[config.mk]
export PLATFORM = sky130hd
export DESIGN_NAME = first_fit_block_allocator_flat
export DESIGN_NICKNAME = d
export VERILOG_FILES = /design/src/hw/rtl/ffba_pkg.sv /design/src/hw/rtl/ffba_req_if.sv /design/src/hw/rtl/ffba_rsp_if.sv /design/src/hw/rtl/ffba_ram.sv /design/src/hw/rtl/first_fit_block_allocator.sv /design/src/flat_wrapper.sv
export SDC_FILE = /design/constraint.sdc
export NUM_CORES = 1
export LEC_CHECK = 0
export ABC_AREA = 1
export BUFFER_PORTS_ARGS = -buffer_cell sky130_fd_sc_hd__buf_4
export CORE_ASPECT_RATIO = 0.9
export CORE_MARGIN = 2
export CORE_UTILIZATION = 61
export CTS_BUF_LIST = sky130_fd_sc_hd__clkbuf_4 sky130_fd_sc_hd__clkbuf_8
export DETAILED_ROUTE_END_ITERATION = 6
export PLACE_DENSITY = 0.87
export SLEW_MARGIN = 20
export SYNTH_ARGS = -nofsm -noshare
export SYNTH_HDL_FRONTEND = slang
export SYNTH_SLANG_ARGS = --single-unit
[constraint.sdc]
create_clock -name clk -period 5 [get_ports clk]
set_input_delay 0.5 -clock clk [delete_from_list [all_inputs] [get_ports clk]]
set_output_delay 0.5 -clock clk [all_outputs]
set_load 0.02 [all_outputs]
[src/hw/rtl/ffba_pkg.sv]
`timescale 1ns / 1ps
// ffba_pkg: shared constants for the first-fit block allocator.
// Field widths, request modes and status codes. No dependencies.
package ffba_pkg;

	// Default sizing of the owner map
	localparam int POOL_CELLS_DEF = 16;
	localparam int ID_BITS_DEF    = 15;

	// Payload field widths
	localparam int MODE_W   = 1;
	localparam int COUNT_W  = 5;
	localparam int SIZE_W   = 5;
	localparam int POS_W    = 4;
	localparam int STATUS_W = 3;
	localparam int START_W  = 4;
	localparam int OUT_ID_W = 15;
	localparam int PROD_W   = COUNT_W + SIZE_W;

	// Request modes
	localparam logic [MODE_W-1:0] MODE_ALLOC = 1'b0;
	localparam logic [MODE_W-1:0] MODE_FREE  = 1'b1;

	// Result status codes
	localparam logic [STATUS_W-1:0] ST_OK           = 3'd0;
	localparam logic [STATUS_W-1:0] ST_NO_SPACE     = 3'd1;
	localparam logic [STATUS_W-1:0] ST_NULL_PTR     = 3'd2;
	localparam logic [STATUS_W-1:0] ST_ALREADY_FREE = 3'd3;
	localparam logic [STATUS_W-1:0] ST_NOT_START    = 3'd4;

endpackage

[src/hw/rtl/ffba_req_if.sv]
`timescale 1ns / 1ps
// ffba_req_if: request channel (valid/ready plus request fields).
// Depends on ffba_pkg for field widths.
interface ffba_req_if;
	import ffba_pkg::*;

	logic                 valid;
	logic                 ready;
	logic [MODE_W-1:0]    mode;
	logic [COUNT_W-1:0]   element_count;
	logic [SIZE_W-1:0]    element_size;
	logic                 pointer_valid;
	logic [POS_W-1:0]     position;

	modport source (
		output valid, mode, element_count, element_size, pointer_valid, position,
		input  ready
	);
	modport sink (
		input  valid, mode, element_count, element_size, pointer_valid, position,
		output ready
	);
endinterface

[src/hw/rtl/ffba_rsp_if.sv]
`timescale 1ns / 1ps
// ffba_rsp_if: result channel (valid/ready plus result fields).
// Depends on ffba_pkg for field widths.
interface ffba_rsp_if;
	import ffba_pkg::*;

	logic                 valid;
	logic                 ready;
	logic [STATUS_W-1:0]  status;
	logic [START_W-1:0]   block_start;
	logic [OUT_ID_W-1:0]  block_id;

	modport source (
		output valid, status, block_start, block_id,
		input  ready
	);
	modport sink (
		input  valid, status, block_start, block_id,
		output ready
	);
endinterface

[src/hw/rtl/ffba_ram.sv]
`timescale 1ns / 1ps
// ffba_ram: generic simple dual-port RAM, one write and one registered read.
// No dependencies.
module ffba_ram #(
	parameter int WIDTH = 8,
	parameter int DEPTH = 16
) (
	input  logic                     clk,
	input  logic                     we,
	input  logic [$clog2(DEPTH)-1:0] waddr,
	input  logic [WIDTH-1:0]         wdata,
	input  logic [$clog2(DEPTH)-1:0] raddr,
	output logic [WIDTH-1:0]         rdata
);
	logic [WIDTH-1:0] mem [DEPTH];

	always_ff @(posedge clk) begin
		if (we) begin
			mem[waddr] <= wdata;
		end
		rdata <= mem[raddr];
	end
endmodule

[src/hw/rtl/first_fit_block_allocator.sv]
`timescale 1ns / 1ps
// Allocate: a first-fit scan of the owner map, then the found run is stamped with a new id.
//   Free: read the cell at position, check the cell before for block start (not at cell
//   0), then clear the run. Decode rejects go straight to the result; already free is found
//   after the map read, not block start after the check of the cell before. One request at
//   a time: req.ready is high only in idle, after the last result is in the output register.
// Reset: arst_n clears control state, then a sweep writes zero to every owner-map cell
//   with req.ready low; next id restarts at 1.
module first_fit_block_allocator #(
	parameter int POOL_CELLS = ffba_pkg::POOL_CELLS_DEF,
	parameter int ID_BITS    = ffba_pkg::ID_BITS_DEF
) (
	input  logic clk,
	input  logic arst_n,
	ffba_req_if.sink   req,
	ffba_rsp_if.source rsp
);
	import ffba_pkg::*;

	localparam int IW = $clog2(POOL_CELLS);       // cell index width
	localparam int LW = $clog2(POOL_CELLS + 1);   // length / run width
	localparam logic [IW-1:0] LAST_CELL = IW'(POOL_CELLS - 1);

	// Controller states
	localparam logic [3:0] S_INIT = 4'd0;   // reset sweep of the owner map
	localparam logic [3:0] S_IDLE = 4'd1;
	localparam logic [3:0] S_SCAN = 4'd2;   // first-fit search, one cell per cycle
	localparam logic [3:0] S_FILL = 4'd3;   // stamp the found run with the new id
	localparam logic [3:0] S_FRDA = 4'd4;   // read the cell at position
	localparam logic [3:0] S_FRDB = 4'd5;   // check it, read the cell before (at cell 0: clear it, read the next)
	localparam logic [3:0] S_FRDC = 4'd6;   // check start of block
	localparam logic [3:0] S_FCLR = 4'd7;   // clear the run, one cell per cycle
	localparam logic [3:0] S_DONE = 4'd8;   // hand result to the output register

	logic [3:0]          state_q;
	logic [IW-1:0]       init_q;
	logic [IW-1:0]       rd_q;
	logic [IW-1:0]       idx_s1;
	logic                pend_s1;
	logic [LW-1:0]       run_q;
	logic [LW-1:0]       len_q;
	logic [IW-1:0]       start_q;
	logic [IW-1:0]       fill_q;
	logic [IW-1:0]       end_q;
	logic [IW-1:0]       pos_q;
	logic [IW-1:0]       cur_q;
	logic [ID_BITS-1:0]  id_q;
	logic [ID_BITS-1:0]  next_id_q;

	logic [STATUS_W-1:0] res_status_q;
	logic [START_W-1:0]  res_start_q;
	logic [OUT_ID_W-1:0] res_id_q;

	logic                out_vld_q;
	logic [STATUS_W-1:0] out_status_q;
	logic [START_W-1:0]  out_start_q;
	logic [OUT_ID_W-1:0] out_id_q;

	// Owner-map RAM ports
	logic                ram_we;
	logic [IW-1:0]       ram_waddr;
	logic [ID_BITS-1:0]  ram_wdata;
	logic [IW-1:0]       ram_raddr;
	logic [ID_BITS-1:0]  ram_rdata;

	ffba_ram #(
		.WIDTH (ID_BITS),
		.DEPTH (POOL_CELLS)
	) u_owner_map (
		.clk   (clk),
		.we    (ram_we),
		.waddr (ram_waddr),
		.wdata (ram_wdata),
		.raddr (ram_raddr),
		.rdata (ram_rdata)
	);

	// Request decode
	logic              req_xfer;
	logic [PROD_W-1:0] req_len;
	logic              len_bad;
	logic              pos_out;

	assign req.ready = (state_q == S_IDLE);
	assign req_xfer  = req.valid && req.ready;
	assign req_len   = PROD_W'(req.element_count) * PROD_W'(req.element_size);
	assign len_bad   = (req_len == '0) || (32'(req_len) > 32'(POOL_CELLS));
	assign pos_out   = 32'(req.position) >= 32'(POOL_CELLS);

	// Scan datapath: run of free cells ending at the cell whose data just arrived
	logic [LW-1:0] run_n;
	logic          hit;
	logic          scan_last;
	logic [IW-1:0] hit_start;

	assign run_n     = (ram_rdata == '0) ? run_q + LW'(1) : '0;
	assign hit       = pend_s1 && (run_n == len_q);
	assign scan_last = pend_s1 && (idx_s1 == LAST_CELL);
	assign hit_start = IW'(LW'(idx_s1) + LW'(1) - len_q);

	// Wrap skips zero so that an owned cell never reads as free
	logic [ID_BITS-1:0] id_after;
	assign id_after = (next_id_q == '1) ? ID_BITS'(1) : next_id_q + ID_BITS'(1);

	logic out_load;
	assign out_load = (state_q == S_DONE) && (!out_vld_q || rsp.ready);

	// RAM port steering; free states write a cell and read the next in the same cycle
	always_comb begin
		ram_we    = 1'b0;
		ram_waddr = init_q;
		ram_wdata = '0;
		ram_raddr = rd_q;
		unique case (state_q)
			S_INIT: begin
				ram_we    = 1'b1;
				ram_waddr = init_q;
			end
			S_SCAN: begin
				ram_raddr = rd_q;
			end
			S_FILL: begin
				ram_we    = 1'b1;
				ram_waddr = fill_q;
				ram_wdata = next_id_q;
			end
			S_FRDA: begin
				ram_raddr = pos_q;
			end
			S_FRDB: begin
				if (ram_rdata != '0 && pos_q == '0) begin
					ram_we    = 1'b1;
					ram_waddr = pos_q;
					ram_raddr = pos_q + IW'(1);
				end else begin
					ram_raddr = pos_q - IW'(1);
				end
			end
			S_FRDC: begin
				ram_we    = (ram_rdata != id_q);
				ram_waddr = pos_q;
				ram_raddr = pos_q + IW'(1);
			end
			S_FCLR: begin
				ram_we    = (ram_rdata == id_q);
				ram_waddr = cur_q;
				ram_raddr = cur_q + IW'(1);
			end
			default: begin
			end
		endcase
	end

	// Controller
	always_ff @(posedge clk or negedge arst_n) begin
		if (!arst_n) begin
			state_q      <= S_INIT;
			init_q       <= '0;
			rd_q         <= '0;
			idx_s1       <= '0;
			pend_s1      <= 1'b0;
			run_q        <= '0;
			len_q        <= '0;
			start_q      <= '0;
			fill_q       <= '0;
			end_q        <= '0;
			pos_q        <= '0;
			cur_q        <= '0;
			id_q         <= '0;
			next_id_q    <= ID_BITS'(1);
			res_status_q <= ST_OK;
			res_start_q  <= '0;
			res_id_q     <= '0;
		end else begin
			unique case (state_q)
				S_INIT: begin
					init_q <= init_q + IW'(1);
					if (init_q == LAST_CELL) begin
						state_q <= S_IDLE;
					end
				end
				S_IDLE: begin
					res_start_q <= '0;
					res_id_q    <= '0;
					if (req_xfer) begin
						if (req.mode == MODE_ALLOC) begin
							if (len_bad) begin
								res_status_q <= ST_NO_SPACE;
								state_q      <= S_DONE;
							end else begin
								len_q   <= LW'(req_len);
								rd_q    <= '0;
								pend_s1 <= 1'b0;
								run_q   <= '0;
								state_q <= S_SCAN;
							end
						end else if (!req.pointer_valid) begin
							res_status_q <= ST_NULL_PTR;
							state_q      <= S_DONE;
						end else if (pos_out) begin
							res_status_q <= ST_ALREADY_FREE;
							state_q      <= S_DONE;
						end else begin
							pos_q   <= IW'(req.position);
							state_q <= S_FRDA;
						end
					end
				end
				S_SCAN: begin
					// read issue runs one cell ahead of the data check
					rd_q    <= rd_q + IW'(1);
					idx_s1  <= rd_q;
					pend_s1 <= 1'b1;
					if (pend_s1) begin
						run_q <= run_n;
					end
					if (hit) begin
						start_q <= hit_start;
						fill_q  <= hit_start;
						end_q   <= idx_s1;
						state_q <= S_FILL;
					end else if (scan_last) begin
						res_status_q <= ST_NO_SPACE;
						state_q      <= S_DONE;
					end
				end
				S_FILL: begin
					fill_q <= fill_q + IW'(1);
					if (fill_q == end_q) begin
						res_status_q <= ST_OK;
						res_start_q  <= START_W'(start_q);
						res_id_q     <= OUT_ID_W'(next_id_q);
						next_id_q    <= id_after;
						state_q      <= S_DONE;
					end
				end
				S_FRDA: begin
					state_q <= S_FRDB;
				end
				S_FRDB: begin
					id_q <= ram_rdata;
					if (ram_rdata == '0) begin
						res_status_q <= ST_ALREADY_FREE;
						state_q      <= S_DONE;
					end else if (pos_q != '0) begin
						state_q <= S_FRDC;
					end else if (pos_q == LAST_CELL) begin
						res_status_q <= ST_OK;
						res_id_q     <= OUT_ID_W'(ram_rdata);
						state_q      <= S_DONE;
					end else begin
						cur_q   <= pos_q + IW'(1);
						state_q <= S_FCLR;
					end
				end
				S_FRDC: begin
					if (ram_rdata == id_q) begin
						res_status_q <= ST_NOT_START;
						state_q      <= S_DONE;
					end else if (pos_q == LAST_CELL) begin
						res_status_q <= ST_OK;
						res_id_q     <= OUT_ID_W'(id_q);
						state_q      <= S_DONE;
					end else begin
						cur_q   <= pos_q + IW'(1);
						state_q <= S_FCLR;
					end
				end
				S_FCLR: begin
					if (ram_rdata == id_q && cur_q != LAST_CELL) begin
						cur_q <= cur_q + IW'(1);
					end else begin
						res_status_q <= ST_OK;
						res_id_q     <= OUT_ID_W'(id_q);
						state_q      <= S_DONE;
					end
				end
				S_DONE: begin
					if (out_load) begin
						state_q <= S_IDLE;
					end
				end
				default: begin
					state_q <= S_IDLE;
				end
			endcase
		end
	end

	// Output register
	always_ff @(posedge clk or negedge arst_n) begin
		if (!arst_n) begin
			out_vld_q    <= 1'b0;
			out_status_q <= ST_OK;
			out_start_q  <= '0;
			out_id_q     <= '0;
		end else if (out_load) begin
			out_vld_q    <= 1'b1;
			out_status_q <= res_status_q;
			out_start_q  <= res_start_q;
			out_id_q     <= res_id_q;
		end else if (rsp.ready) begin
			out_vld_q <= 1'b0;
		end
	end

	assign rsp.valid       = out_vld_q;
	assign rsp.status      = out_status_q;
	assign rsp.block_start = out_start_q;
	assign rsp.block_id    = out_id_q;

`ifndef SYNTH
	// id zero marks a free cell, so the counter must never reach it
	a_next_id_nonzero: assert property (@(posedge clk) disable iff (!arst_n)
		next_id_q != '0)
		else $error("next id reached zero");

	// fill walks forward from the run start and stops at the run end
	a_fill_in_run: assert property (@(posedge clk) disable iff (!arst_n)
		state_q == S_FILL |-> (fill_q >= start_q) && (fill_q <= end_q))
		else $error("fill address outside found run");

	// a failed request carries no start and no id
	a_fail_zero_payload: assert property (@(posedge clk) disable iff (!arst_n)
		out_vld_q && out_status_q != ST_OK |-> out_start_q == '0 && out_id_q == '0)
		else $error("failed result with nonzero payload");

	// owner map only receives data during sweep, fill or clear
	a_write_states: assert property (@(posedge clk) disable iff (!arst_n)
		ram_we |-> (state_q == S_INIT || state_q == S_FILL || state_q == S_FRDB ||
			state_q == S_FRDC || state_q == S_FCLR))
		else $error("owner map written in wrong state");

	// a cell stamped in fill gets the id handed out on completion
	a_id_advance: assert property (@(posedge clk) disable iff (!arst_n)
		state_q == S_FILL && fill_q == end_q |=> res_id_q == OUT_ID_W'($past(next_id_q)))
		else $error("allocated id mismatch");
`endif

endmodule
[src/flat_wrapper.sv]
// flat-port wrapper written by rule: the top's interface ports become plain ports
module first_fit_block_allocator_flat import ffba_pkg::*;
#(
	parameter int POOL_CELLS = ffba_pkg::POOL_CELLS_DEF,
	parameter int ID_BITS    = ffba_pkg::ID_BITS_DEF
)
  (clk, arst_n, req_valid, req_mode, req_element_count, req_element_size, req_pointer_valid, req_position, req_ready, rsp_valid, rsp_status, rsp_block_start, rsp_block_id, rsp_ready);
  ffba_req_if req_i ();
  ffba_rsp_if rsp_i ();
  input  logic clk;
  input  logic arst_n;
  input wire logic [$bits(req_i.valid)-1:0] req_valid;
  input wire logic [$bits(req_i.mode)-1:0] req_mode;
  input wire logic [$bits(req_i.element_count)-1:0] req_element_count;
  input wire logic [$bits(req_i.element_size)-1:0] req_element_size;
  input wire logic [$bits(req_i.pointer_valid)-1:0] req_pointer_valid;
  input wire logic [$bits(req_i.position)-1:0] req_position;
  output wire logic [$bits(req_i.ready)-1:0] req_ready;
  output wire logic [$bits(rsp_i.valid)-1:0] rsp_valid;
  output wire logic [$bits(rsp_i.status)-1:0] rsp_status;
  output wire logic [$bits(rsp_i.block_start)-1:0] rsp_block_start;
  output wire logic [$bits(rsp_i.block_id)-1:0] rsp_block_id;
  input wire logic [$bits(rsp_i.ready)-1:0] rsp_ready;
  assign req_i.valid = req_valid;
  assign req_i.mode = req_mode;
  assign req_i.element_count = req_element_count;
  assign req_i.element_size = req_element_size;
  assign req_i.pointer_valid = req_pointer_valid;
  assign req_i.position = req_position;
  assign req_ready = req_i.ready;
  assign rsp_valid = rsp_i.valid;
  assign rsp_status = rsp_i.status;
  assign rsp_block_start = rsp_i.block_start;
  assign rsp_block_id = rsp_i.block_id;
  assign rsp_i.ready = rsp_ready;
  first_fit_block_allocator #(.POOL_CELLS(POOL_CELLS), .ID_BITS(ID_BITS)) u_core (.clk(clk), .arst_n(arst_n), .req(req_i), .rsp(rsp_i));
endmodule
== Yosys cells after proc, flatten, opt, wreduce, memory -nomap -nowiden ==
Memory sizes are Yosys's and may differ from the RTL's. A register that Yosys moved wholly into a read port is not among the register bits.
Cells that the tools add are included.

* Input bits: 20
* Logic and storage cells: 181
* Output and inout port bits: 24
* Memories: 1
* Register bits after elaboration: 122
* Memory bits (writable): 240

* Multiply operators: 1
* Magnitude comparators: 1
* Eq/ne operators: 38
* $add $sub $neg: 10
* Multiplexer cells: 72
* Bitwise gates (word level): 2
* Reductions and logical operators: 35

{| class="wikitable"
|+ Memory list
! memory !! depth !! width !! read ports !! clocked after Yosys merged registers in !! wr ports !! RTL line !! RTL
|-
| u_core.u_owner_map.mem || 16 || 15 || 1 || 1 || 1 || ffba_ram.sv:15 || <nowiki>logic [WIDTH-1:0] mem [DEPTH];</nowiki>
|}

{| class="wikitable"
|+ Operators with widths
! operator !! number
|-
| two-way mux 15 bit || 9
|-
| two-way mux 4 bit || 26
|-
| one-hot mux 15 bit (5 select lines) || 1
|-
| two-way mux 3 bit || 12
|-
| one-hot mux 4 bit (9 select lines) || 1
|-
| one-hot mux 4 bit (4 select lines) || 2
|-
| two-way mux 5 bit || 5
|-
| adder 4 x 1 -> 4 bit (second input constant) || 6
|-
| one-hot mux 4 bit (2 select lines) || 3
|-
| inequality test 2 x 1 -> 1 bit (second input constant) || 9
|-
| one-hot mux 3 bit (6 select lines) || 1
|-
| equality test 4 x 3 -> 1 bit (second input constant) || 4
|-
| equality test 4 bit (second input constant) || 4
|-
| inequality test 2 bit (second input constant) || 8
|-
| adder 15 x 1 -> 15 bit (second input constant) || 1
|-
| equality test 15 bit || 1
|-
| equality test 15 bit (second input constant) || 1
|-
| logical NOT 15 bit || 1
|-
| inequality test 15 bit || 1
|-
| nonzero test 15 bit || 1
|-
| one-hot mux 4 bit (3 select lines) || 1
|-
| AND reduction 4 bit || 3
|-
| greater-than comparator 10 x 5 -> 1 bit (second input constant) || 1
|-
| logical NOT 10 bit || 1
|-
| other kinds (32) || 56
|}

== Longest topological paths before layout ==
* Depth after elaboration: 7
* Mapped depth: 22

== By module ==
From an unflattened synthesis, not the netlist that was laid out.

* Cells, all modules: 2000
* Area total of the unflattened synthesis: 18286.3 sq um

{| class="wikitable"
|+ Modules (own cells, without submodules)
! module !! seq. area each (sq um) !! cells each !! times used !! area an instance (sq um)
|-
| ffba_ram || 7507.2 || 1009 || 1 || 10611.4
|-
| first_fit_block_allocator || 3054.2 || 991 || 1 || 7674.9
|}

== Least setup slack after synthesis ==
Ideal clock, no wire load.

* Kind: input to register
* Start: in req_element_size[4]
* End: reg u_core.len_q[0]
* Buffers on the path: 0
* Arrival time: 3.545 ns
* Setup slack: 1.324 ns
* Data required time: 4.869 ns
* Stages on the path: 18
* Path through: nand2_1 fa_1 fa_1 inv_1 fa_1 ha_1 nand2_1 nand2_1 inv_1 nand2_1 nand2_1 nand3b_1 nand2_1 nand4_1 nor2_1 nand3_1 nand2_1 o21ai_0

* Cells in the longest elaborated chain, start to end: 5
* Elaborated cells on any way between the ends: 6

{| class="wikitable"
|+ Ends and longest elaborated chain
! what !! RTL line !! RTL
|-
| start, declared || flat_wrapper.sv:15 || <nowiki>input wire logic [$bits(req_i.element_size)-1:0] req_element_size;</nowiki>
|-
| multiplier 5 x 5 -> 10 bit (*) || first_fit_block_allocator.sv:86 || <nowiki>assign req_len = PROD_W'(req.element_count) * PROD_W'(req.element_size);</nowiki>
|-
| greater-than comparator 10 x 5 -> 1 bit or logical NOT 10 bit (tied branches) || first_fit_block_allocator.sv:87 || <nowiki>assign len_bad = (req_len == '0) || (32'(req_len) > 32'(POOL_CELLS));</nowiki>
|-
| logical OR 1 bit (*) || first_fit_block_allocator.sv:87 ||
|-
| NOT 1 bit (no line) (*) || -- ||
|-
| AND reduction 4 bit (no line) (*) || -- ||
|-
| end signal, assigned || first_fit_block_allocator.sv:191 || <nowiki>len_q <= LW'(req_len);</nowiki>
|-
| end, declared || first_fit_block_allocator.sv:41 || <nowiki>logic [LW-1:0] len_q;</nowiki>
|}

Mark *: on every way between the ends. The rest lies on a longest branch, timed or not.
A chain may end at the register's enable or synchronous reset.

== Worst setup path after layout ==
* Start: in req_element_count[0]
* End: reg u_core.res_status_q[2]

* Cells in the longest elaborated chain, start to end: 5
* Elaborated cells on any way between the ends: 6

{| class="wikitable"
|+ Ends and longest elaborated chain
! what !! RTL line !! RTL
|-
| start, declared || flat_wrapper.sv:14 || <nowiki>input wire logic [$bits(req_i.element_count)-1:0] req_element_count;</nowiki>
|-
| multiplier 5 x 5 -> 10 bit (*) || first_fit_block_allocator.sv:86 ||
|-
| greater-than comparator 10 x 5 -> 1 bit or logical NOT 10 bit (tied branches) || first_fit_block_allocator.sv:87 ||
|-
| logical OR 1 bit (*) || first_fit_block_allocator.sv:87 ||
|-
| inequality test 3 bit (no line) (*) || -- ||
|-
| AND reduction 9 bit (no line) (*) || -- ||
|-
| end signal, assigned || first_fit_block_allocator.sv:171 || <nowiki>res_status_q <= ST_OK;</nowiki>
|-
| end signal, assigned || first_fit_block_allocator.sv:188 || <nowiki>res_status_q <= ST_NO_SPACE;</nowiki>
|-
| end signal, assigned || first_fit_block_allocator.sv:198 || <nowiki>res_status_q <= ST_NULL_PTR;</nowiki>
|-
| end, declared || first_fit_block_allocator.sv:50 || <nowiki>logic [STATUS_W-1:0] res_status_q;</nowiki>
|}

Marks and branches as above.

==> key figures <==
Synthesis
  – Post-synthesis cell area: 18100 um2
  – Register area share after synthesis: 58.5%
  – Cell taking the most area after synthesis: edfxtp_1
  – Top post-synthesis cells by area: edfxtp_1 (40%), dfrtp_1 (17%), nand2_1 (12%)
  – Post-Syn Nets: 1962
  – Most frequent cells after synthesis: nand2_1 (561), nand3_1 (333), edfxtp_1 (240)
  – #FFs+latches synth: 377
  – Ys flop type: edfxtp_1
  – Post-synth EDFFs: 240
  – Most common cell in the synthesized netlist: nand2_1
  – Yosys top cell area share: 39.9%
  – Asr flop ratio synth: 32.4%
  – Synth warn: 0
  – Cells after Synth: 1901
  – Mapped Avg Cell Area: 9.50 um2
  – Cell variety after synth: 51

GRT
  – Total GRT Usage: 29.4%
  – GR Util met2: 46.4%
  – First-pass GRT wire length: 70800 um
  – Antenna violations before repair: 2
  – Routing usage on met1: 40.7%
  – Largest net degree at the start of global routing: 84
  – Layer with the highest usage: met2
  – Vias in the first global route: 13500
  – Met3 usage: 5.76%
  – Total congestion overflow: 0

Pwr
  – Clock network power share: 20.3%
  – Max IR drop VDD: 0.355 mV
  – Switch share: 43.8%
  – Power Dens Cells: 586 nW/um2
  – Internal power: 0.00655 W
  – Register share of total power: 36.8%
  – Total power: 0.0117 W
  – Comb power frac: 42.9%
  – Static Leakage: 9.01 nW
  – Switch Pwr: 0.00511 W

Timing
  – Worst hold slack: 0.167 ps
  – Period minus WS final: 3670 ps
  – Max Clock Skew: 33.1 ps
  – Final Cycle Share: 73.4%
  – Final Slew Violations: 0
  – RSZ-0062 raised after global routing: false
  – Setup TNS: 0 ps
  – Worst Tran Pin Value: 1070 ps
  – Hold Fails Final Rpt: 0
  – Worst slew margin: 28.3%
  – Final setup violation count: 0
  – Worst Slack Setup Final: 1330 ps
  – Peak Freq: 272 MHz

Route
  – Routed wire length: 45000 um
  – WL per Instance: 18.7 um
  – DR pass1 iterations: 6
  – Vias: 14100
  – Routed Antenna Nets: 0
  – # DRC: 0
  – Initial DRC count: 1749
  – Vias per cell: 5.86

CTS
  – Post-CTS Resized: 0
  – Cts hold-fix bufs: 0
  – CTS Buf Count: 57
  – Post-CTS Setup Bufs: 0
  – CTS Root Cell: clkbuf_8
  – TritonCTS clock tree: yes
  – Total clock sinks: 377
  – CTS Buffer Depth: 3
  – Clock latency on the worst-skew pair: 620 ps
  – Reg clk slew, reported paths: 60 ps
  – # H-tree levels: 2

Die
  – Full die area: 31000 um2
  – I/O pin total: 44
  – Vert. Die Dim: 167 um
  – Row count: 59
  – Initial Utilization: 62.3%
  – Core area: 29000 um2
  – Chip width: 185 um

Critical path
  – Worst Setup End Kind: flop
  – Crit path required time: 5520 ps
  – Worst EP arrival: 4190 ps
  – Setup CP Type: in -> reg
  – CP Launch Type: primary input
  – Crit-path max FO: 5

Status
  – Status: completed

Placement
  – Worst slack at placement: 837 ps
  – Hpwl dp: 27700 um
  – # port buffers: 43
  – DP Area: 18800 um2
  – Gpl congestion: 0.951

Layout
  – Fill count: 2065
  – Syn-to-layout area delta: 10.1%
  – Nets: 2017
  – Share of post-route cells with drive strength above 1: 11.7%
  – Register area: 10600 um2
  – Final instance area: 19900 um2
  – Multi-input logic area: 6620 um2

Hold path
  – HP Class: in -> async

Job
  – Max_cap viols: 0
critical path: stages:
cell and delay (ps):
buf_4 110, nand2_1 80, fa_1 510, fa_1 550
inv_1 60, fa_1 490, ha_1 390, nand2_1 100
nand2_1 70, inv_1 70, nand2_1 70, nand2_1 80
nand2_1 50, a21oi_1 120, nand3_1 90, nor2_1 170
nand4_1 300, nand3_1 220, nand2_1 110, nand2_1 80
per-layer routing:
layer	vias up	wire, um
met1	6571	17900
met4	2	1440
met3	119	4930
met5	-	13
met2	846	20700
li1	6531	-
final cells by class:
type	count	share of cell area, %
inverters	142	2.69
clock buffers	73	4.58
diodes	1	0.0126
flip-flops and latches	377	53.1
repair buffers	80	3.08
clock inverters	34	0.805
well taps	396	2.49
multi-input cells	1298	33.3
registers in the layout, summed over array words and instances, names as in the netlist, 5 cells and up:
register,count
u_core.res_id_q,15
u_core.u_owner_map.mem,240
u_core.u_owner_map.rdata,15
u_core.id_q,15
u_core.rsp.block_id,15
u_core.next_id_q,15
u_core.len_q,5
u_core.run_q,5
path summary, 6_finish.rpt:
check,endpoint,startpoint,slack (ps),cells after the start
min,u_core.rsp.block_start[1],arst_n,0.2,1
min reg2reg,u_core.res_id_q[5],u_core.res_id_q[5],490,2
max,u_core.res_status_q[2],req_element_count[0],1330,20
min in group clk,u_core.pos_q[3],req_position[3],180,3
max in group asynchronous,u_core.next_id_q[5],arst_n,3740,2
max reg2reg,u_core.u_owner_map.mem[0][14],u_core.state_q[0],1470,10
power groups by stage:
stage	Clock [W]	Sequential [W]	Combinational [W]
CTS	0.00239	0.00428	0.00491
detailed placement	0	0.00434	0.00487
floorplan	0	0.00427	0.00349
finish	0.00237	0.00430	0.00500
global route	0.00253	0.00434	0.00549
global placement	0	0.00431	0.00474
cells by family (layout without fill, tap and decap cells):
logic type	Yosys count	in the layout	synth area share [%]
xor gates and xnor gates	43	43	2.08
buffers and inverters	226	329	5.17
other	0	1	0
adders and majority gates	41	41	3.25
AOI/OAI and AO/OA	134	134	4.18
DFF	377	377	58.5
muxes	18	18	1.12
and+or+nand+nor	1062	1062	25.7
placed cells by master (no fill, tap or decap), drive strengths merged, types with 7 or more instances in the layout:
cell	synthesis	routed
nand2	569	569
nand3	336	336
edfxtp	240	240
inv	140	140
dfrtp	121	121
nor2	117	117
o21ai	87	87
buf	47	80
clkbuf	37	73
clkinv	2	35
ha	31	31
xor2	27	27
a21oi	26	26
nand4	21	21
mux2	18	18
xnor2	16	16
dfxtp	15	15
fa	10	10
nand3b	7	7
nor3	7	7
stage by stage:
| step | instances | util [%] |
|---|---|---|
| final | 2401 | 68.6 |
| after global routing | 2400 | 68.6 |
| after CTS | 2400 | 68.5 |
| after detailed placement | 2293 | 64.8 |
| after global placement | 2293 | 64.8 |
| after floorplan | 1901 | - |
(Power assumes the default switching activity.)
